[src/rtl/core/tlik_pkg.sv]
// ============================================================================
// tlik_pkg: shared types and constants of the two-link leg solver
// Fixed-point widths, the queue beat layout and the CORDIC angle table.
// ============================================================================
package tlik_pkg;

    // Field and register widths.
    localparam int L_W       = 16;   // link length
    localparam int POS_W     = 18;   // target coordinate
    localparam int OUT_W     = 16;   // Q4.12 angle
    localparam int CFG_IDX_W = 2;

    // Internal arithmetic widths.
    localparam int SQ_W  = 35;       // one coordinate squared
    localparam int D2_W  = 34;       // x^2 + z^2 of a reachable target
    localparam int DSQ_W = 2 * L_W;  // (L3 - L4)^2
    localparam int SSQ_W = 34;       // (L3 + L4)^2
    localparam int L0_W  = 25;       // reach in units of 2^-24 m
    localparam int DEN_W = 42;       // 2 * L4 * l0
    localparam int NK_W  = 34;       // L4^2 - L3^2, signed
    localparam int NUM_W = 36;       // cosine numerator, signed
    localparam int MAG_W = 35;       // numerator magnitude
    localparam int REM_W = 43;       // divider remainder
    localparam int Q_W   = 21;       // cosine magnitude, Q20
    localparam int C_W   = 22;       // signed cosine, Q20
    localparam int CSQ_W = 41;       // cosine squared
    localparam int S_W   = 21;       // sine, Q20
    localparam int CW    = 42;       // CORDIC vector lanes
    localparam int ANG_W = 32;       // Q28 angle
    localparam int SUM_W = 34;       // sum of two Q28 angles

    // Queue between the front and back parts.
    localparam int Q_DEPTH      = 4;
    localparam int Q_PTR_W      = 2;
    localparam int Q_CNT_W      = 3;
    localparam int Q_BUSY_LEVEL = 2;

    // Register indexes of the configuration port.
    localparam logic [CFG_IDX_W-1:0] CFG_UPPER_LEN = 2'd0;
    localparam logic [CFG_IDX_W-1:0] CFG_LOWER_LEN = 2'd1;

    localparam logic [L_W-1:0]          LINK_RESET = 16'd6554;
    localparam logic signed [ANG_W-1:0] PI_Q28     = 32'sd843314857;
    localparam logic [Q_W-1:0]          C_ONE      = 21'h100000;
    localparam logic [CSQ_W-1:0]        C_ONE_SQ   = 41'h100_0000_0000;
    localparam int                      ATAN_LEN   = 24;

    // One classified target as it waits in the queue.
    typedef struct packed {
        logic                    ok;
        logic signed [POS_W-1:0] x;
        logic signed [POS_W-1:0] z;
        logic [D2_W-1:0]         d2;
    } t_item;

    // Queue status seen by the top level.
    typedef struct packed {
        logic               empty;
        logic               full;
        logic [Q_CNT_W-1:0] count;
    } t_q_stat;

    // atan(2^-i) in Q28 radians.
    function automatic logic signed [ANG_W-1:0] atan_q28(input int unsigned idx);
        logic signed [ANG_W-1:0] v;
        unique case (idx)
            0:       v = 32'sd210828714;
            1:       v = 32'sd124459457;
            2:       v = 32'sd65760959;
            3:       v = 32'sd33381290;
            4:       v = 32'sd16755422;
            5:       v = 32'sd8385879;
            6:       v = 32'sd4193963;
            7:       v = 32'sd2097109;
            8:       v = 32'sd1048571;
            9:       v = 32'sd524287;
            10:      v = 32'sd262144;
            11:      v = 32'sd131072;
            12:      v = 32'sd65536;
            13:      v = 32'sd32768;
            14:      v = 32'sd16384;
            15:      v = 32'sd8192;
            16:      v = 32'sd4096;
            17:      v = 32'sd2048;
            18:      v = 32'sd1024;
            19:      v = 32'sd512;
            20:      v = 32'sd256;
            21:      v = 32'sd128;
            22:      v = 32'sd64;
            23:      v = 32'sd32;
            default: v = '0;
        endcase
        return v;
    endfunction

endpackage

[src/rtl/core/tlik_front.sv]
// ============================================================================
// tlik_front: target intake and reachability check
// Squares the target and tests (L3-L4)^2 < x^2+z^2 < (L3+L4)^2 and a nonzero L4 in two stages.
// ============================================================================
module tlik_front import tlik_pkg::*; (
    input  logic                    i_clk,
    input  logic                    i_rst_n,
    input  logic                    i_accept,
    input  logic signed [POS_W-1:0] i_x_pos,
    input  logic signed [POS_W-1:0] i_z_pos,
    input  logic [L_W-1:0]          i_upper_len,
    input  logic [L_W-1:0]          i_lower_len,
    output logic                    o_push,
    output t_item                   o_item
);

    logic                      r_v1;
    logic signed [POS_W-1:0]   r_x1;
    logic signed [POS_W-1:0]   r_z1;
    logic [SQ_W-1:0]           r_xx;
    logic [SQ_W-1:0]           r_zz;
    logic [DSQ_W-1:0]          r_diff_sq;
    logic [SSQ_W-1:0]          r_sum_sq;
    logic                      r_lower_zero;

    logic signed [L_W:0]       w_diff;
    logic [L_W:0]              w_sum;
    logic signed [2*L_W+1:0]   w_diff_prod;
    logic [2*L_W+1:0]          w_sum_prod;
    logic signed [2*POS_W-1:0] w_xx;
    logic signed [2*POS_W-1:0] w_zz;
    logic [SQ_W:0]             w_d2;
    logic                      w_ok;

    // Bounds derived from the link lengths, refreshed every cycle.
    assign w_diff      = $signed({1'b0, i_upper_len}) - $signed({1'b0, i_lower_len});
    assign w_sum       = {1'b0, i_upper_len} + {1'b0, i_lower_len};
    assign w_diff_prod = w_diff * w_diff;
    assign w_sum_prod  = w_sum * w_sum;

    always_ff @(posedge i_clk) begin
        r_diff_sq    <= w_diff_prod[DSQ_W-1:0];
        r_sum_sq     <= w_sum_prod[SSQ_W-1:0];
        r_lower_zero <= (i_lower_len == '0);
    end

    // First stage: square both coordinates.
    assign w_xx = i_x_pos * i_x_pos;
    assign w_zz = i_z_pos * i_z_pos;

    always_ff @(posedge i_clk) begin
        if (!i_rst_n) begin
            r_v1 <= 1'b0;
        end else begin
            r_v1 <= i_accept;
        end
    end

    always_ff @(posedge i_clk) begin
        r_x1 <= i_x_pos;
        r_z1 <= i_z_pos;
        r_xx <= w_xx[SQ_W-1:0];
        r_zz <= w_zz[SQ_W-1:0];
    end

    // Second stage: add and classify, then hand the beat to the queue.
    assign w_d2 = {1'b0, r_xx} + {1'b0, r_zz};
    assign w_ok = (w_d2 > (SQ_W+1)'(r_diff_sq)) && (w_d2 < (SQ_W+1)'(r_sum_sq)) &&
                  !r_lower_zero;

    assign o_push    = r_v1;
    assign o_item.ok = w_ok;
    assign o_item.x  = r_x1;
    assign o_item.z  = r_z1;
    assign o_item.d2 = w_d2[D2_W-1:0];

endmodule

[config.mk]
export PLATFORM = sky130hd
export DESIGN_NAME = tlik_front
export DESIGN_NICKNAME = d
export VERILOG_FILES = /design/src/rtl/core/tlik_pkg.sv /design/src/rtl/core/tlik_front.sv
export SDC_FILE = /design/constraint.sdc
export NUM_CORES = 2
export LEC_CHECK = 0
export BUFFER_PORTS_ARGS = -buffer_cell sky130_fd_sc_hd__clkbuf_2
export CAP_MARGIN = 20
export CORE_ASPECT_RATIO = 1.1
export CORE_MARGIN = 4
export CORE_UTILIZATION = 48
export DETAILED_ROUTE_END_ITERATION = 7
export PLACE_DENSITY_LB_ADDON = 0.05
export SETUP_SLACK_MARGIN = 0.4
export SLEW_MARGIN = 20
export SYNTH_ARGS = -nofsm -noshare
export SYNTH_HDL_FRONTEND = slang
export SYNTH_SLANG_ARGS = --single-unit
[constraint.sdc]
create_clock -name i_clk -period 12.1 [get_ports i_clk]
set_input_delay 2.42 -clock i_clk [delete_from_list [all_inputs] [get_ports i_clk]]
set_output_delay 2.42 -clock i_clk [all_outputs]
set_load 0.01 [all_outputs]
======== After elaboration in Yosys (flattened, before gate mapping) ========
Cells that the tools add are included.
storage, ports and cells
  flip-flop bits (word level) ............. 174
  bits in latches ......................... 0
  memory bits (writable) .................. 0
  memory bits (read-only) ................. 0
  output and inout bits ................... 72
  word-level logic and storage cells ...... 21
  memories ................................ 0
operators by class
  add/subtract/negate cells ............... 3
  $mul .................................... 4
  div/mod/pow operators ................... 0
  $lt $le $gt $ge ......................... 2
  eq/ne operators ......................... 0
  shift-type cells ........................ 0
  muxes and demuxes ....................... 0
  bitwise operators ....................... 0
  reductions and logical operators ........ 4
operators by type and width
  operator                                                    count
  18-bit by 18-bit multiplier with 35-bit output              2
  35-bit by 35-bit adder with 36-bit output                   1
  36-bit by 32-bit greater-than comparator with 1-bit output  1
  36-bit by 34-bit less-than comparator with 1-bit output     1
  17-bit by 17-bit multiplier with 34-bit output              1
  17-bit by 17-bit multiplier with 32-bit output              1
  16-bit by 16-bit adder with 17-bit output                   1
  16-bit by 16-bit subtractor with 17-bit output              1
  16-bit logical NOT                                          1
  1-bit logical AND                                           2
  1-bit logical NOT                                           1

======== Depth between registers and ports, before layout ========
  depth after elaboration ................. 4
  mapped depth ............................ 34
  mapped depth without buffers ............ 34

======== Worst setup path after synthesis ========
OpenSTA, ideal clock, no wires.
  kind .................................... input -> register
  from .................................... input i_upper_len[0]
  to ...................................... register r_diff_sq[31]
  setup time .............................. 0.072 ns
  arrival ................................. 10.086 ns
  setup slack ............................. 1.943 ns
  stages .................................. 34
  buffers on the path ..................... 1
  cells stage by stage .................... inv_1 -> ha_1 -> fa_1 -> nor2b_1 -> o31a_1 -> o211ai_1 -> nand2_1 -> a311oi_2 -> o41ai_4 -> xnor2_4 -> inv_2 -> buf_4 -> nand2_1 -> inv_2 -> fa_1 -> inv_1 -> fa_1 -> fa_1 -> inv_1 -> fa_1 -> fa_1 -> inv_1 -> fa_1 -> inv_1 -> ha_1 -> a211oi_1 -> o31ai_1 -> a2111oi_0 -> a21oi_1 -> and2_1 -> o32ai_2 -> nor2_1 -> a311oi_1 -> xor2_1
between the ends
  word-level cells in the longest chain between the ends .. 2
ends and longest elaborated chain
  element                                         line              RTL
  from (decl)                                     tlik_front.sv:11  input logic [L_W-1:0] i_upper_len,
  16-bit by 16-bit subtractor with 17-bit output  tlik_front.sv:36  assign w_diff = $signed({1'b0, i_upper_len}) - $signed({1'b0, i_lower_len});
  17-bit by 17-bit multiplier with 32-bit output  tlik_front.sv:38  assign w_diff_prod = w_diff * w_diff;
  net w_diff_prod[31]                             tlik_front.sv:28  logic signed [2*L_W+1:0] w_diff_prod;
  to (signal assigned)                            tlik_front.sv:42  r_diff_sq <= w_diff_prod[DSQ_W-1:0];
  to (decl)                                       tlik_front.sv:22  logic [DSQ_W-1:0] r_diff_sq;
The timed path passes the listed nets, and every way through them passes these cells.
A chain may end at the register's enable or synchronous reset.

======== Worst setup path after layout ========
  from .................................... input i_lower_len[2]
  to ...................................... register r_diff_sq[31]
between the ends
  word-level cells in the longest chain between the ends .. 2
ends and longest elaborated chain
  element                                         line              RTL
  from (decl)                                     tlik_front.sv:12  input logic [L_W-1:0] i_lower_len,
  16-bit by 16-bit subtractor with 17-bit output  tlik_front.sv:36
  17-bit by 17-bit multiplier with 32-bit output  tlik_front.sv:38
  net w_diff_prod[31]                             tlik_front.sv:28
The timed path passes the listed nets, and every way through them passes these cells.

==> results by group <==
Clock network
  – CTS sink cnt: about 170
  – H-tree levels: 4
  – Clock buffer depth: 2
  – TritonCTS clock tree: built
  – # resized after CTS: 0
  – CTS Hold Buffers Added: 0
  – Root Driver: clkbuf_16
  – Clock Pin Slew Worst Setup and Hold Paths: approximately 0.090 ns
  – Post CTS Setup Buffer Count: 0
  – CTS buffer count: 17

Cells and area
  – Synth-to-layout area growth: 6.03%
  – NumNets Final: roughly 6.6k
  – Fraction of layout cells with a size suffix above 1: under 10%
  – # diodes: 0

Logic synthesis
  – Post-synthesis sequential area ratio: 7.29%
  – Post-synthesis instance total: just under 5k
  – Syn Nets: 6,557
  – Syn Area/Cell: 9.28 µm²
  – Dominant cells by area after synthesis: fa_1 45%, ha_1 14%, inv_1 12%
  – Share of the synthesized area in the top cell type: a little under half
  – Synth warnings: 0
  – Main flop type after synthesis: dfxtp_1
  – Async SR Flop Fraction: 0%
  – Synth Register Bits: about 170
  – Post-synth top area cell: fa_1
  – Post-synth EDFFs: 0
  – Synth Cell Area: ~46,000 µm²
  – Distinct cells, synth: 82

STA
  – Hold violation count in the final report: 0
  – Tightest Pin Transition: approximately 1.2 ns
  – Crit path time final: approximately 11 ns
  – Setup Total Neg Slack: 0 ns
  – RSZ-0062 raised after global routing: false
  – Worst rel slew slack: between 15 and 20%
  – Final Cycle Share: 88.4%
  – Max-slew violations: 0
  – Final Setup Violations: 0
  – Max Freq: around 94 MHz

Routing
  – Router iterations before antenna repair: 5
  – WL per Instance: 18.0 µm
  – Vias: between 30k and 40k
  – Iter 0 DRT Violations: between 1.5k and 2k
  – Vias per std cell: a little over 5
  – Drc violations: 0
  – Total Wirelength: about 110,000 µm
  – Antenna Nets Post-Route: 0

Global routing
  – Global-route wire length before repair: approximately 190,000 µm
  – Gr usage total: roughly a quarter
  – Antenna violations before repair: 4
  – GRT busiest layer: met2
  – Largest net degree at the start of global routing: 36
  – GR Util met2: 41.6%
  – M1 GR Usage: between 30% and 40%
  – GR Layer Usage met3: 2.90%
  – Remaining Overflow, GRT: 0
  – Vias in the first global route: about 35k

Run
  – Max-Cap Viols: 0

Setup path
  – Cell mode on critical path: fa_1
  – Kind of critical path: in -> reg
  – Arrival time worst endpoint: 11.12 ns
  – Crit start category: input pin
  – Critical Path End Type: flip-flop
  – Required time of the critical path: around 13 ns
  – CP max stage cell: fa_1
  – CP max stage delay: 0.62 ns
  – Worst-path fanout max: 17

Floorplan
  – # rows: 118
  – Total core area: about 94,000 µm²
  – Die area: between 100,000 and 150,000 µm²
  – Die Span X: slightly above 300 µm
  – Initial Utilization: between 40% and 50%
  – Die Span Y: 332 µm
  – Top Ports: ~140

Placed design
  – RD Place Congestion: 0.860
  – Post-DP HPWL: between 90,000 and 100,000 µm
  – IO buf count: 142

Status
  – Run status: complete, no violations

Min path
  – Worst hold path startpoint: i_accept
  – WHS Path Cells: 2
  – Hold EP: o_push$_SDFF_PN0_
  – Worst Hold Class: in -> reg
[critical path, delay by kind of cell]
family          cells  cell delay (ns)
xor+xnor            1             0.16
simple gates        5             0.87
fa+ha+maj           8             3.79
buf+inv             7             0.79
compound gates     10             3.08
[flip-flops by register name (all words and copies together), names as in the netlist]
register and cells:
r_diff_sq 30, r_lower_zero 1, r_zz 34, r_z1 17
r_x1 17, r_sum_sq 33, o_push 1, r_xx 34
[logic make-up (layout without fill, tap and decap cells)]
group	Yosys count	count (layout)	synth area share [%]
xor gates and xnor gates	218	218	4.22
and+or+nand+nor	1004	1004	9.98
buffers and inverters	1540	1643	12.7
DFF	167	167	7.29
adders and majority gates	1541	1541	58.9
muxes	4	4	0.0927
AOI/OAI and AO/OA	471	471	6.87
[metal layers]
metal  share of wire (%)  wire (µm)
met5                   0          0
met4                 1.5       1700
met3                 4.7       5320
met2                  50      56800
met1                  44      49500
[final cells by class]
type	count	area (µm²)
clock buffer	17	425
clock inverter	15	198
fill	9003	45800
inverter	1434	5380
multi-input combinational	3238	36800
sequential	167	3340
tap	1260	1580
timing repair buffer	177	973
[how the worst max path moves through the flow]
stage,start,endpoint,slack [ns]
after floorplan,i_upper_len[0],r_diff_sq[31]$_DFF_P_,1.94
final,i_lower_len[2],r_diff_sq[31]$_DFF_P_,1.41
after global routing,i_lower_len[2],r_diff_sq[31]$_DFF_P_,0.85
after detailed placement,i_lower_len[2],r_diff_sq[31]$_DFF_P_,0.99
after global placement,i_lower_len[2],r_diff_sq[31]$_DFF_P_,1.08
after CTS,i_lower_len[2],r_diff_sq[31]$_DFF_P_,1.47
[through the flow]
step | worst slack (ns) | cells | hold slack, ns | util [%] | instance area [µm²]
after detailed placement | 0.990 | 6276 | 2.64 | 50.8 | 48000
after global routing | 0.847 | 6308 | 2.11 | 51.5 | 48700
after floorplan | 1.94 | 4945 | 2.45 | - | 45900
after CTS | 1.47 | 6308 | 2.09 | 51.5 | 48700
final | 1.41 | 6308 | 2.12 | 51.5 | 48700
after global placement | 1.08 | 6276 | 2.63 | 50.8 | 48000
[cell usage after synthesis, types with 10 or more instances]
cell / instances
inv_1: 1410
fa_1: 1032
ha_1: 509
nand2_1: 412
nor2_1: 258
xnor2_1: 168
dfxtp_1: 167
a21oi_1: 134
and2_1: 129
clkbuf_1: 92
a21o_1: 79
o21ai_0: 71
xor2_1: 48
nand2b_1: 36
nor3_1: 31
nand3_1: 30
nor2b_1: 27
o21a_1: 23
inv_2: 21
a211oi_1: 20
nand4_1: 18
o21bai_1: 17
o31ai_1: 17
a31oi_1: 16
and3_1: 13
nor4_1: 10
[placed cells by master (no fill, tap or decap), types with 6 or more instances in the layout]
cell / instances
clkbuf_16: 17
xor2_1: 48
nand2b_1: 36
nand2_1: 412
ha_1: 509
nor3_1: 31
o21ai_0: 71
o31ai_1: 17
o21ai_1: 8
o21a_1: 23
a311oi_1: 7
or3_1: 9
inv_2: 21
xnor2_1: 166
and2_1: 129
buf_4: 35
and3_1: 13
clkinv_8: 6
dfxtp_1: 167
nand3_1: 30
a21o_1: 79
o211ai_1: 7
nor2_1: 258
nor4_1: 10
o21bai_1: 17
fa_1: 1032
nor2b_1: 27
a211oi_1: 20
a31oi_1: 16
inv_1: 1410
clkbuf_2: 142
a211o_1: 9
nand4_1: 18
or2_2: 8
a21oi_1: 134
Power is left out: the tool's default activity adds up to more than one toggle a clock period on the data nets, which glitch-free logic cannot reach.
