## src/rtl/core/tlik_pkg.sv

```systemverilog
// ============================================================================
// tlik_pkg: shared types and constants of the two-link leg solver
// Fixed-point widths, the queue beat layout and the CORDIC angle table.
// ============================================================================
package tlik_pkg;

    // Field and register widths.
    localparam int L_W       = 16;   // link length
    localparam int POS_W     = 18;   // target coordinate
    localparam int OUT_W     = 16;   // Q4.12 angle
    localparam int CFG_IDX_W = 2;

    // Internal arithmetic widths.
    localparam int SQ_W  = 35;       // one coordinate squared
    localparam int D2_W  = 34;       // x^2 + z^2 of a reachable target
    localparam int DSQ_W = 2 * L_W;  // (L3 - L4)^2
    localparam int SSQ_W = 34;       // (L3 + L4)^2
    localparam int L0_W  = 25;       // reach in units of 2^-24 m
    localparam int DEN_W = 42;       // 2 * L4 * l0
    localparam int NK_W  = 34;       // L4^2 - L3^2, signed
    localparam int NUM_W = 36;       // cosine numerator, signed
    localparam int MAG_W = 35;       // numerator magnitude
    localparam int REM_W = 43;       // divider remainder
    localparam int Q_W   = 21;       // cosine magnitude, Q20
    localparam int C_W   = 22;       // signed cosine, Q20
    localparam int CSQ_W = 41;       // cosine squared
    localparam int S_W   = 21;       // sine, Q20
    localparam int CW    = 42;       // CORDIC vector lanes
    localparam int ANG_W = 32;       // Q28 angle
    localparam int SUM_W = 34;       // sum of two Q28 angles

    // Queue between the front and back parts.
    localparam int Q_DEPTH      = 4;
    localparam int Q_PTR_W      = 2;
    localparam int Q_CNT_W      = 3;
    localparam int Q_BUSY_LEVEL = 2;

    // Register indexes of the configuration port.
    localparam logic [CFG_IDX_W-1:0] CFG_UPPER_LEN = 2'd0;
    localparam logic [CFG_IDX_W-1:0] CFG_LOWER_LEN = 2'd1;

    localparam logic [L_W-1:0]          LINK_RESET = 16'd6554;
    localparam logic signed [ANG_W-1:0] PI_Q28     = 32'sd843314857;
    localparam logic [Q_W-1:0]          C_ONE      = 21'h100000;
    localparam logic [CSQ_W-1:0]        C_ONE_SQ   = 41'h100_0000_0000;
    localparam int                      ATAN_LEN   = 24;

    // One classified target as it waits in the queue.
    typedef struct packed {
        logic                    ok;
        logic signed [POS_W-1:0] x;
        logic signed [POS_W-1:0] z;
        logic [D2_W-1:0]         d2;
    } t_item;

    // Queue status seen by the top level.
    typedef struct packed {
        logic               empty;
        logic               full;
        logic [Q_CNT_W-1:0] count;
    } t_q_stat;

    // atan(2^-i) in Q28 radians.
    function automatic logic signed [ANG_W-1:0] atan_q28(input int unsigned idx);
        logic signed [ANG_W-1:0] v;
        unique case (idx)
            0:       v = 32'sd210828714;
            1:       v = 32'sd124459457;
            2:       v = 32'sd65760959;
            3:       v = 32'sd33381290;
            4:       v = 32'sd16755422;
            5:       v = 32'sd8385879;
            6:       v = 32'sd4193963;
            7:       v = 32'sd2097109;
            8:       v = 32'sd1048571;
            9:       v = 32'sd524287;
            10:      v = 32'sd262144;
            11:      v = 32'sd131072;
            12:      v = 32'sd65536;
            13:      v = 32'sd32768;
            14:      v = 32'sd16384;
            15:      v = 32'sd8192;
            16:      v = 32'sd4096;
            17:      v = 32'sd2048;
            18:      v = 32'sd1024;
            19:      v = 32'sd512;
            20:      v = 32'sd256;
            21:      v = 32'sd128;
            22:      v = 32'sd64;
            23:      v = 32'sd32;
            default: v = '0;
        endcase
        return v;
    endfunction

endpackage

```

## src/rtl/core/tlik_queue.sv

```systemverilog
// ============================================================================
// tlik_queue: short queue between the front and back parts
// Holds classified targets; the head is read directly from the register file.
// ============================================================================
module tlik_queue import tlik_pkg::*; (
    input  logic    i_clk,
    input  logic    i_rst_n,
    input  logic    i_push,
    input  t_item   i_item,
    input  logic    i_pop,
    output t_item   o_head,
    output t_q_stat o_stat
);

    t_item              r_mem [Q_DEPTH];
    logic [Q_PTR_W-1:0] r_wr;
    logic [Q_PTR_W-1:0] r_rd;
    logic [Q_CNT_W-1:0] r_count;
    logic [Q_CNT_W-1:0] n_count;
    logic               w_empty;
    logic               w_full;
    logic               w_push;
    logic               w_pop;

    assign w_empty = (r_count == '0);
    assign w_full  = (r_count == Q_CNT_W'(Q_DEPTH));
    assign w_push  = i_push && !w_full;
    assign w_pop   = i_pop && !w_empty;

    // Storage writes.
    always_ff @(posedge i_clk) begin
        if (w_push) begin
            r_mem[r_wr] <= i_item;
        end
    end

    // Fill level follows pushes and pops.
    always_comb begin
        unique case ({w_push, w_pop})
            2'b10:   n_count = r_count + 1'b1;
            2'b01:   n_count = r_count - 1'b1;
            default: n_count = r_count;
        endcase
    end

    always_ff @(posedge i_clk) begin
        if (!i_rst_n) begin
            r_wr    <= '0;
            r_rd    <= '0;
            r_count <= '0;
        end else begin
            if (w_push) begin
                r_wr <= r_wr + 1'b1;
            end
            if (w_pop) begin
                r_rd <= r_rd + 1'b1;
            end
            r_count <= n_count;
        end
    end

    assign o_head       = r_mem[r_rd];
    assign o_stat.empty = w_empty;
    assign o_stat.full  = w_full;
    assign o_stat.count = r_count;

endmodule

```

## config.mk

```make
export PLATFORM = sky130hd
export DESIGN_NAME = tlik_queue
export DESIGN_NICKNAME = d
export VERILOG_FILES = /design/src/rtl/core/tlik_pkg.sv /design/src/rtl/core/tlik_queue.sv
export SDC_FILE = /design/constraint.sdc
export NUM_CORES = 1
export LEC_CHECK = 0
export BUFFER_PORTS_ARGS = -buffer_cell sky130_fd_sc_hd__buf_4
export CORE_MARGIN = 4
export CORE_UTILIZATION = 60
export DETAILED_ROUTE_END_ITERATION = 12
export PLACE_DENSITY = 0.83
export SLEW_MARGIN = 20
export SYNTH_ARGS = -nofsm -noshare
export SYNTH_HDL_FRONTEND = slang
export SYNTH_SLANG_ARGS = --single-unit
```

## constraint.sdc

```tcl
create_clock -name i_clk -period 8.85 [get_ports i_clk]
set_clock_uncertainty 0.15 [all_clocks]
set_input_delay 0.885 -clock i_clk [delete_from_list [all_inputs] [get_ports i_clk]]
set_output_delay 0.885 -clock i_clk [all_outputs]
set_load 0.02 [all_outputs]
```

== Word level (Yosys, flattened, before mapping) ==
Memory sizes are Yosys's and may differ from the RTL's. A register that Yosys moved wholly into a read port is not among the register bits.
Index checks and enable logic that the tools add are counted.

* Add/subtract/negate cells: 4
* Equality and inequality tests: 3
* Multiplexer cells: 5
* Reduce and logical (&&, ||, !) cells: 6

{| class="wikitable"
|+ Operators by type and width
! operator !! count
|-
| 3-bit case mux with 2 select lines || 1
|-
| 2-bit by 1-bit adder with 2-bit output, second input constant || 2
|-
| 2-bit 2-to-1 mux || 2
|-
| 3-bit by 1-bit adder with 3-bit output, second input constant || 1
|-
| 3-bit equality test, second input constant || 1
|-
| 3-bit zero test || 1
|-
| 3-bit by 1-bit subtractor with 3-bit output, second input constant || 1
|-
| 2-bit by 1-bit equality test with 1-bit output, second input constant || 1
|-
| 2-bit equality test, second input constant || 1
|-
| 1-bit logical AND || 2
|-
| 1-bit zero test || 2
|-
| 1-bit 2-to-1 mux || 2
|-
| 2-bit nonzero test || 1
|}

* Bits in registers: 7
* Memory bits (writable): 284
* Bits of input ports: 75
* Word-level logic and storage cells: 22
* Memories kept: 1

{| class="wikitable"
|+ Memory list
! name !! depth !! bits a word !! rd ports !! clocked after Yosys merged registers in !! write ports !! line !! source
|-
| r_mem || 4 || 71 || 1 || 1 || 1 || tlik_queue.sv:15 || <nowiki>t_item r_mem [Q_DEPTH];</nowiki>
|}

== Depth between registers and ports, before layout ==
Gate-level depths: netlist of the first run.

* Depth after elaboration: 5
* Mapped depth: 10
* Mapped depth without buffers: 9

== Least setup slack after synthesis of the first run ==
OpenSTA, ideal clock, no wires.

* Path type: in2reg
* Start point: in i_push
* End point: mem r_mem[0][0] (netlist name), enable pin
* Library setup time: 0.437 ns
* Arrival time: 2.846 ns
* Data required time: 8.263 ns
* Setup slack: 5.417 ns
* Stages: 3
* Path through: nor2b_1 > buf_2 > and2_1

* Cells in the longest elaborated chain, start to end: 3

{| class="wikitable"
|+ RTL lines
! item !! line !! source
|-
| start: declaration || tlik_queue.sv:8 || <nowiki>input logic i_push,</nowiki>
|-
| 1-bit logical AND || tlik_queue.sv:27 || <nowiki>assign w_push = i_push && !w_full;</nowiki>
|-
| 1-bit 2-to-1 mux || tlik_queue.sv:32 || <nowiki>if (w_push) begin</nowiki>
|-
| 1-bit 2-to-1 mux (implied by the code) || tlik_queue.sv:33 || <nowiki>r_mem[r_wr] <= i_item;</nowiki>
|-
| end: declaration || tlik_queue.sv:15 ||
|}

Every way passes these cells.

==> results of run 1 <==
## cell usage after synthesis
cell type	n	area, um2
inv_2	1	3.75
xnor2_1	1	8.76
and2_1	6	37.5
nor3_2	1	10.0
mux2i_1	2	20.0
fa_1	1	20.0
a21boi_1	2	15.0
buf_2	8	40.0
clkbuf_1	2	7.51
nor3b_2	1	12.5
or3_1	2	12.5
nor2b_1	2	12.5
buf_6	1	11.3
edfxtp_1	284	8530
nand2_1	7	26.3
buf_12	7	140
o21ai_0	5	25.0
dfxtp_1	9	180
ha_1	5	62.6
mux4_2	71	1600
buf_4	2	15.0
inv_1	5	18.8
xor2_1	1	8.76
nand4bb_1	1	11.3
## routing by layer
layer	vias up	track usage [%]
li1	2135	-
met1	2536	25.5
met2	140	32.5
met3	29	4.94
met4	2	3.95
met5	-	0
## cell families after synthesis
group           after synthesis
flops                       293
mux                          73
simple gates                 20
buf+inv                      26
xor+xnor                      2
compound gates                7
fa+ha+maj                     6
## area by class of cell
cell class / count / area [um2] / area share [%]
sequential: 293 / 8720 / 67.2
multi-input combinational: 108 / 1890 / 14.6
timing repair buffer: 154 / 1190 / 9.21
clock buffer: 37 / 756 / 5.83
tap: 225 / 282 / 2.17
clock inverter: 15 / 103 / 0.791
inverter: 6 / 22.5 / 0.174
## registers in the layout (all words and copies together), names as in the netlist, named ones only
register,count
r_mem,284
r_count,3
r_wr,2
r_rd,2
## power by group
group | leakage [uW] | switching (uW) | internal (uW)
registers | 0.00268 | 95.7 | 1670
clock network | 0.000422 | 460 | 630
logic | 0.00125 | 464 | 448
total | 0.00436 | 1020 | 2750
## stage by stage
| stage | hold WS [ns] | total power [uW] | utilization [%] | area, um2 |
|---|---|---|---|---|
| global placement | 0.307 | 2700 | 68.9 | 12000 |
| detailed placement | 0.348 | 2720 | 68.9 | 12000 |
| finish | 0.353 | 3770 | 74.2 | 13000 |
| floorplan | 0.306 | 2420 | - | 10800 |
| CTS | 0.350 | 3810 | 73.8 | 12900 |
| global route | 0.377 | 3940 | 74.2 | 13000 |
## worst paths after layout
path | slack [ns] | end | from
setup / recovery | 4.91 | o_head[35] | flop
hold / removal | 0.35 | flop | r_rd[0]$_SDFFE_PN0P_
setup reg to reg | 6.18 | r_mem[1][42]$_DFFE_PP_ | r_count[1]$_SDFFE_PN0P_
hold reg to reg | 0.35 | flop | r_rd[0]$_SDFFE_PN0P_
## critical path: cells and delay by family (launching register included)
kind | cells | cell delay [ns]
buffers and inverters | 2 | 0.89
DFF | 1 | 0.84
muxes | 1 | 0.63
==> out/qor.csv, run 1 <==
metric,value,unit
fin_ws,4.91,ns
overflow,0,
dr.first_iter.drc_count,259,
synthesis.nets,508,
power.density,291,mW/mm2
drv_slew,0,
die_area,0.0203,mm2
max-clock-path-buffers,3,
antenna_found_initial,1,
synth_compound_area_share,0.370,%
routed_via_density,5.78,
met3_length,1.26,mm
cts_setup_buffers,0,
final_cells,838,
synth-xor-area-share,0.162,%
critPathKind,reg -> out,
hold_viol_final,0,
diodes,0,
grt_pass1_wl,29.4,mm
cap_violations,0,
hold_depth,2,
drive_above_1_share,44.5,%
final_common_cell,edfxtp_1,
wl_per_cell,22.5,um
worstPathArrival,2.90,ns
ys_ff_latch,293,
worst_pin_slew,1.07,ns
synth.avg_cell_area,25.4,um2
place.gp.congestion,0.749,
crit_path_end_kind,output port,
ys_types,24,
place_ws,5.34,ns
synth.area.mux_share,15.0,%
drc,0,
hold_buffers,0,
drt_wl_total,18.9,mm
core_region_area,0.0175,mm2
fillCellCount,960,
ys.warnings.count,0,
synth_top_family_by_area,multiplexers,
grt_pass1_vias,5284,
cp_slowest_stage_delay,0.84,ns
drtPass1Iterations,4,
numCtsBuffers,28,
h-tree-depth,1,
cts.sinks,293,
rsz0062_at_grt,no,
ff2ff_path_depth,3,
postRouteAntennaNets,0,
tns,0,ns
cts-resized-gates,0,
met2WireLength,9.93,mm
syn_area,0.0108,mm2
post-dp-hpwl,11.1,mm
hold_class,reg -> reg,
cp_slowest_cell,dfxtp_4,
path_max_fanout,36,
syn-instance-count,427,
grt_max_degree,72,
vias,4842,
synth_fa_ha_area_share,0.763,%
tritoncts,yes,
num_rows,48,
leakagePower,0.00436,uW
synth-simple-area-share,1.13,%
start_util,61.9,%
cp_common_cell,buf_4,
timing.fmax,254,MHz
setup_violations,0,
seq_area_frac_synth,80.4,%
period_minus_slack,3.94,ns
area_growth,19.7,%
slew_headroom,28.7,%
dp.cells,783,
nNetsFinal,672,
die_w,142,um
peakVddDrop,214,uV
layout_common_cells,"edfxtp_1 (284), buf_4 (151), mux4_2 (71)",
insertion_delay,0.52,ns
critPathRequiredTime,7.82,ns
io_pins,151,
grt.total_usage,19.1,%
die_h,142,um
port_buffers,150,
start_kind,flop,
status,"finished, final reports clean",
cts_root_buffer,clkbuf_16,
routedLengthMet1,7.43,mm
crit_chain,"buf_4, mux4_2, buf_4",
min_period_over_period,44.5,%
clk_pin_slew_worst_paths,0.06,ns
routed.top_layer,met5,
No activity file was read; power rests on OpenSTA's default activity.
==> run 2, diff against run 1 <==
ABC_AREA = 1   (was unset)
CORE_UTILIZATION = 51   (was 60)
PLACE_DENSITY = 0.75   (was 0.83)
clock period = 3.2 ns   (was 8.85 ns; I/O delays follow)
==> out/qor.csv, run 2 <==
metric,value,unit,change
status,"finished, final reports clean",,unchanged
fillCellCount,1473,,was 960
grt_max_degree,143,,was 72
syn_area,0.0110,mm2,was 0.0108 mm2
clk_pin_slew_worst_paths,0.06,ns,about the same
seq_area_frac_synth,79.0,%,was 80.4%
critPathRequiredTime,2.73,ns,was 7.82 ns
postRouteAntennaNets,0,,unchanged
setup_violations,0,,unchanged
path_max_fanout,71,,was 36
largestRegisters,"r_mem x284, r_count x3",,unchanged
timing.fmax,372,MHz,
synthFlopType,edfxtp_1,,unchanged
layout_common_cells,"edfxtp_1 (284), buf_4 (161), nor2_1 (148)",,"was edfxtp_1 (284), buf_4 (151), mux4_2 (71)"
min_period_over_period,84.0,%,
period_minus_slack,2.69,ns,
die_h,155,um,was 142 um
ys.warnings.count,0,,unchanged
wl_per_cell,18.0,um,was 22.5 um
slew_headroom,47.6,%,was 28.7%
drive_above_1_share,21.2,%,was 44.5%
cts_setup_buffers,0,,unchanged
start_util,52.1,%,was 61.9%
rsz0062_at_grt,no,,unchanged
largest_reg_flops,284,,unchanged
multiInputGateArea,0.00195,mm2,was 0.00189 mm2
cts.sinks,293,,unchanged
ys_ff_latch,293,,unchanged
insertion_delay,0.52,ns,about the same
numCtsBuffers,29,,was 28
routed_via_density,5.38,,was 5.78
largest_register,r_mem,,unchanged
dp.cells,1150,,was 783
tns,0,ns,unchanged
drtPass1Iterations,5,,was 4
crit_path_end_kind,output port,,unchanged
tritoncts,yes,,unchanged
ys_types,20,,was 24
final_util,66.2,%,was 74.2%
seqCellArea,0.00871,mm2,was 0.00872 mm2
worstPathArrival,2.22,ns,was 2.90 ns
fin_area,0.0140,mm2,was 0.0130 mm2
peakVddDrop,590,uV,was 214 uV
grt.total_usage,18.6,%,was 19.1%
synth_edf_count,284,,unchanged
nNetsFinal,1061,,was 672
drc,0,,unchanged
grt_pass1_wl,35.7,mm,was 29.4 mm
yosysMostFrequentCell,edfxtp_1,,unchanged
h-tree-depth,1,,unchanged
final_cells,1277,,was 838
io_pins,151,,unchanged
vias,6865,,"was 4,842"
power.density,773,mW/mm2,was 291 mW/mm2
drv_slew,0,,unchanged
synth_largest_area_cell,edfxtp_1,,unchanged
hold_class,reg -> reg,,unchanged
synth.avg_cell_area,14.5,um2,was 25.4 um2
synthArstFlopShare,0,%,unchanged
diodes,0,,unchanged
core_region_area,0.0212,mm2,was 0.0175 mm2
synthTopCellsByCount,"edfxtp_1 (284), nor2_1 (152), o21ai_0 (129), o22ai_1 (71), inv_1 (18)",,"was edfxtp_1 (284), mux4_2 (71), dfxtp_1 (9), buf_2 (8)"
leakagePower,0.00501,uW,was 0.00436 uW
syn-instance-count,759,,was 427
cap_violations,0,,unchanged
grt_pass1_vias,6885,,"was 5,284"
place.gp.congestion,0.741,,was 0.749
die_w,155,um,was 142 um
die_area,0.0240,mm2,was 0.0203 mm2
overflow,0,,unchanged
worst_pin_slew,0.787,ns,was 1.07 ns
synth_top_cell_area_share,77.3,%,was 78.8%
max-clock-path-buffers,3,,unchanged
final_common_cell,edfxtp_1,,unchanged
num_rows,53,,was 48
dr.first_iter.drc_count,518,,was 259
cts-resized-gates,0,,unchanged
area_growth,27.0,%,was 19.7%
port_buffers,150,,unchanged
start_kind,flop,,unchanged
hold_viol_final,0,,unchanged
cts_root_buffer,clkbuf_16,,unchanged
dpl_cell_area,0.0124,mm2,was 0.0120 mm2
antenna_found_initial,0,,was 1
post-dp-hpwl,12.5,mm,was 11.1 mm
synthTopCellsByArea,"edfxtp_1 (77%), o21ai_0 (5.9%), nor2_1 (5.2%)",,"was edfxtp_1 (79%), mux4_2 (15%), dfxtp_1 (1.7%)"
critPathKind,reg -> out,,unchanged
synthesis.nets,840,,was 508
drt_wl_total,23.0,mm,was 18.9 mm
run 2: cell types whose count changed in the layout (fill, tap and decap cells not counted), moves of 10 or more:
| cell | previous run | this run |
|---|---|---|
| mux4_2 | 71 | 0 |
| o21ai_1 | 0 | 15 |
| buf_4 | 151 | 161 |
| o21ai_0 | 5 | 129 |
| inv_1 | 5 | 18 |
| dlygate4sd3_1 | 0 | 74 |
| o22ai_1 | 0 | 71 |
| nor2_1 | 0 | 148 |
run 2: area by class of cell:
class | count | area share [%]
Clock inverter | 17 | 1.12
Multi-Input combinational cell | 398 | 14.0
Clock buffer | 36 | 5.37
Inverter | 20 | 0.572
Sequential cell | 293 | 62.2
Tap cell | 275 | 2.46
Timing Repair Buffer | 238 | 14.3
run 2: cells by family after synthesis:
logic type | after synthesis | share of synthesized area (%)
AND/OR/NAND/NOR | 172 | 5.91
buffers and inverters | 68 | 3.60
AO/OA/AOI/OAI | 220 | 10.8
flip-flops | 293 | 79.0
adder cells (fa/ha/maj) | 6 | 0.749
run 2: through the flow:
| step | setup WS (ns) | hold WS (ns) | total power [uW] |
|---|---|---|---|
| after floorplan | -0.0891 | 0.269 | 6550 |
| after global placement | 0.984 | 0.331 | 7630 |
| after detailed placement | 0.933 | 0.347 | 7680 |
| after CTS | 0.477 | 0.354 | 10900 |
| after global routing | 0.349 | 0.376 | 11300 |
| final | 0.511 | 0.350 | 10800 |
run 2: worst paths after layout:
check / cells past startpoint / from / endpoint / slack (ns)
setup / recovery: 4 / flop / o_head[53] / 0.51
hold / removal: 2 / r_rd[1]$_SDFFE_PN0P_ / flop / 0.35
setup reg to reg: 12 / r_count[1]$_SDFFE_PN0P_ / r_count[2]$_SDFFE_PN0P_ / 0.92
hold reg to reg: 2 / r_rd[1]$_SDFFE_PN0P_ / flop / 0.35
run 2: critical path, cell delays in order, from the launching register on:
cell	delay [ns]
dfxtp_2	0.33
buf_4	0.63
o21ai_0	0.24
o22ai_1	0.29
buf_4	0.19
run 2: where the power goes:
part / total (uW) / internal, uW / switching [uW]
clock: 3180 / 1900 / 1280
combinational: 3000 / 1080 / 1920
sequential: 4650 / 4560 / 83.8
run 2: timing repair:
item / in CTS / in global routing
hold buffers: 74 / 0
setup endpoints to repair: 0 / 0
hold endpoints to repair: 293 / 0
run 2: routing by layer:
| metal | track usage (%) | part of all wire (%) |
|---|---|---|
| met1 | 23.8 | 40 |
| met2 | 33.1 | 52 |
| met3 | 3.31 | 6.1 |
| met4 | 4.71 | 1.8 |
| met5 | 0 | 0 |
==> run 3, diff against run 2 <==
ABC_AREA = 0   (was 1)
clock period = 2.3 ns   (was 3.2 ns; I/O delays follow)
==> out/qor.csv, run 3 (same netlist as run 1, synthesis figures left out) <==
metric,value,unit,change
fillCellCount,1281,,"was 1,473"
status,"finished, final reports clean",,unchanged
nNetsFinal,769,,"was 1,061"
wl_per_cell,21.4,um,was 18.0 um
num_rows,53,,unchanged
cts_root_buffer,clkbuf_16,,unchanged
hold_class,in -> reg,,was reg -> reg
fin_area,0.0144,mm2,was 0.0140 mm2
overflow,0,,unchanged
hold_viol_final,0,,unchanged
timing.fmax,435,MHz,
io_pins,151,,unchanged
leakagePower,0.00493,uW,was 0.00501 uW
power.total,15700,uW,"was 10,800 uW"
drtPass1Iterations,4,,was 5
worst_pin_slew,0.399,ns,was 0.787 ns
worstPathArrival,1.92,ns,was 2.22 ns
largest_reg_flops,284,,unchanged
antenna_found_initial,0,,unchanged
place.gp.congestion,0.751,,was 0.741
post-dp-hpwl,11.9,mm,was 12.5 mm
rsz0062_at_grt,yes,,was no
path_max_fanout,8,,was 71
grt_pass1_wl,32.1,mm,was 35.7 mm
core_region_area,0.0210,mm2,was 0.0212 mm2
start_kind,flop,,unchanged
postRouteAntennaNets,0,,unchanged
port_buffers,150,,unchanged
layout_common_cells,"edfxtp_1 (284), buf_4 (96), dlygate4sd3_1 (73)",,"was edfxtp_1 (284), buf_4 (161), nor2_1 (148)"
critPathKind,reg -> out,,unchanged
power.density,1090,mW/mm2,was 773 mW/mm2
critPathRequiredTime,1.92,ns,was 2.73 ns
drt_wl_total,21.0,mm,was 23.0 mm
min_period_over_period,99.9,%,
vias,5248,,"was 6,865"
h-tree-depth,1,,unchanged
drive_above_1_share,41.9,%,was 21.2%
drc,0,,unchanged
setup_violations,0,,unchanged
insertion_delay,0.53,ns,was 0.52 ns
slew_headroom,73.4,%,was 47.6%
tritoncts,yes,,unchanged
dr.first_iter.drc_count,306,,was 518
largest_register,r_mem,,unchanged
die_area,0.0236,mm2,was 0.0240 mm2
dpl_cell_area,0.0123,mm2,was 0.0124 mm2
largestRegisters,"r_mem x284, r_count x3",,unchanged
cts.sinks,293,,unchanged
clk_pin_slew_worst_paths,0.06,ns,about the same
multiInputGateArea,0.00189,mm2,was 0.00195 mm2
period_minus_slack,2.30,ns,
drv_slew,0,,unchanged
seqCellArea,0.00872,mm2,was 0.00871 mm2
grt_max_degree,54,,was 143
grt.total_usage,17.3,%,was 18.6%
die_w,154,um,was 155 um
cap_violations,0,,unchanged
crit_path_end_kind,output port,,unchanged
max-clock-path-buffers,3,,unchanged
grt_pass1_vias,5753,,"was 6,885"
routed_via_density,5.34,,was 5.38
area_growth,33.1,%,was 27.0%
start_util,51.7,%,was 52.1%
final_common_cell,edfxtp_1,,unchanged
diodes,0,,unchanged
peakVddDrop,1050,uV,was 590 uV
die_h,154,um,was 155 um
final_util,68.8,%,was 66.2%
numCtsBuffers,28,,was 29
## run 3: cell count changes in the layout (fill, tap and decap cells not counted), sizes merged, moves of 8 or more
cell,change
nand2,-8
o21ai,-139
clkbuf,+11
nor2,-152
o22ai,-71
clkinv,-9
mux4,+71
inv,-14
buf,+11
## run 3: metal layers
metal  share of wire, %  GRT usage, %  vias up
met2                 52          30.6      167
met5                  0             0        -
met4                1.8          3.83        0
met1                 41          22.8     2716
li1                   -             -     2330
met3                5.3          3.32       35
## run 3: worst paths after layout
check | slack (ns) | cells after the start | endpoint | from
setup / recovery | 0.002 | 4 | o_head[47] | flop
hold / removal | 0.13 | 4 | r_wr[1]$_SDFFE_PN0P_ | i_push
setup reg to reg | 0.05 | 9 | r_count[2]$_SDFFE_PN0P_ | r_count[2]$_SDFFE_PN0P_
hold reg to reg | 0.35 | 2 | flop | r_rd[1]$_SDFFE_PN0P_
## run 3: layout make-up
cell class / count / share of cell area, %
clock inverters: 6 / 0.365
well taps: 275 / 2.39
clock buffers: 44 / 5.56
inverters: 6 / 0.156
flip-flops and latches: 293 / 60.5
repair buffers: 251 / 17.9
multi-input cells: 108 / 13.1
## run 3: worst max-delay path, cell delays in order (launching register included)
cell and delay [ns]:
dfxtp_4 0.37, buf_12 0.15, buf_12 0.15, mux4_2 0.55, buf_6 0.16
## run 3: power breakdown
group	switching (uW)	leakage (uW)	internal [uW]
logic	2260	0.00183	2560
clock network	1780	0.000416	2490
registers	178	0.00268	6440
## run 3: timing repair
action,in CTS,in global routing
cloned,3,3
resized for setup,48,26
hold buffers,73,0
hold endpoints to repair,293,0
endpoints found under the setup margin,63,63
setup buffers,5,1
## run 3: metrics by stage
step | hold WS, ns | std cells | setup TNS [ns] | setup slack [ns]
2_1_floorplan | 0.179 | 427 | -19.82 | -0.0698
3_3_place_gp | 0.278 | 848 | 0 | 0.207
3_5_place_dp | 0.283 | 848 | 0 | 0.0626
4_1_cts | 0.0970 | 979 | -0.325 | -0.0329
5_1_grt | 0.118 | 983 | -1.70 | -0.0602
6_report | 0.127 | 983 | 0 | 0.00201
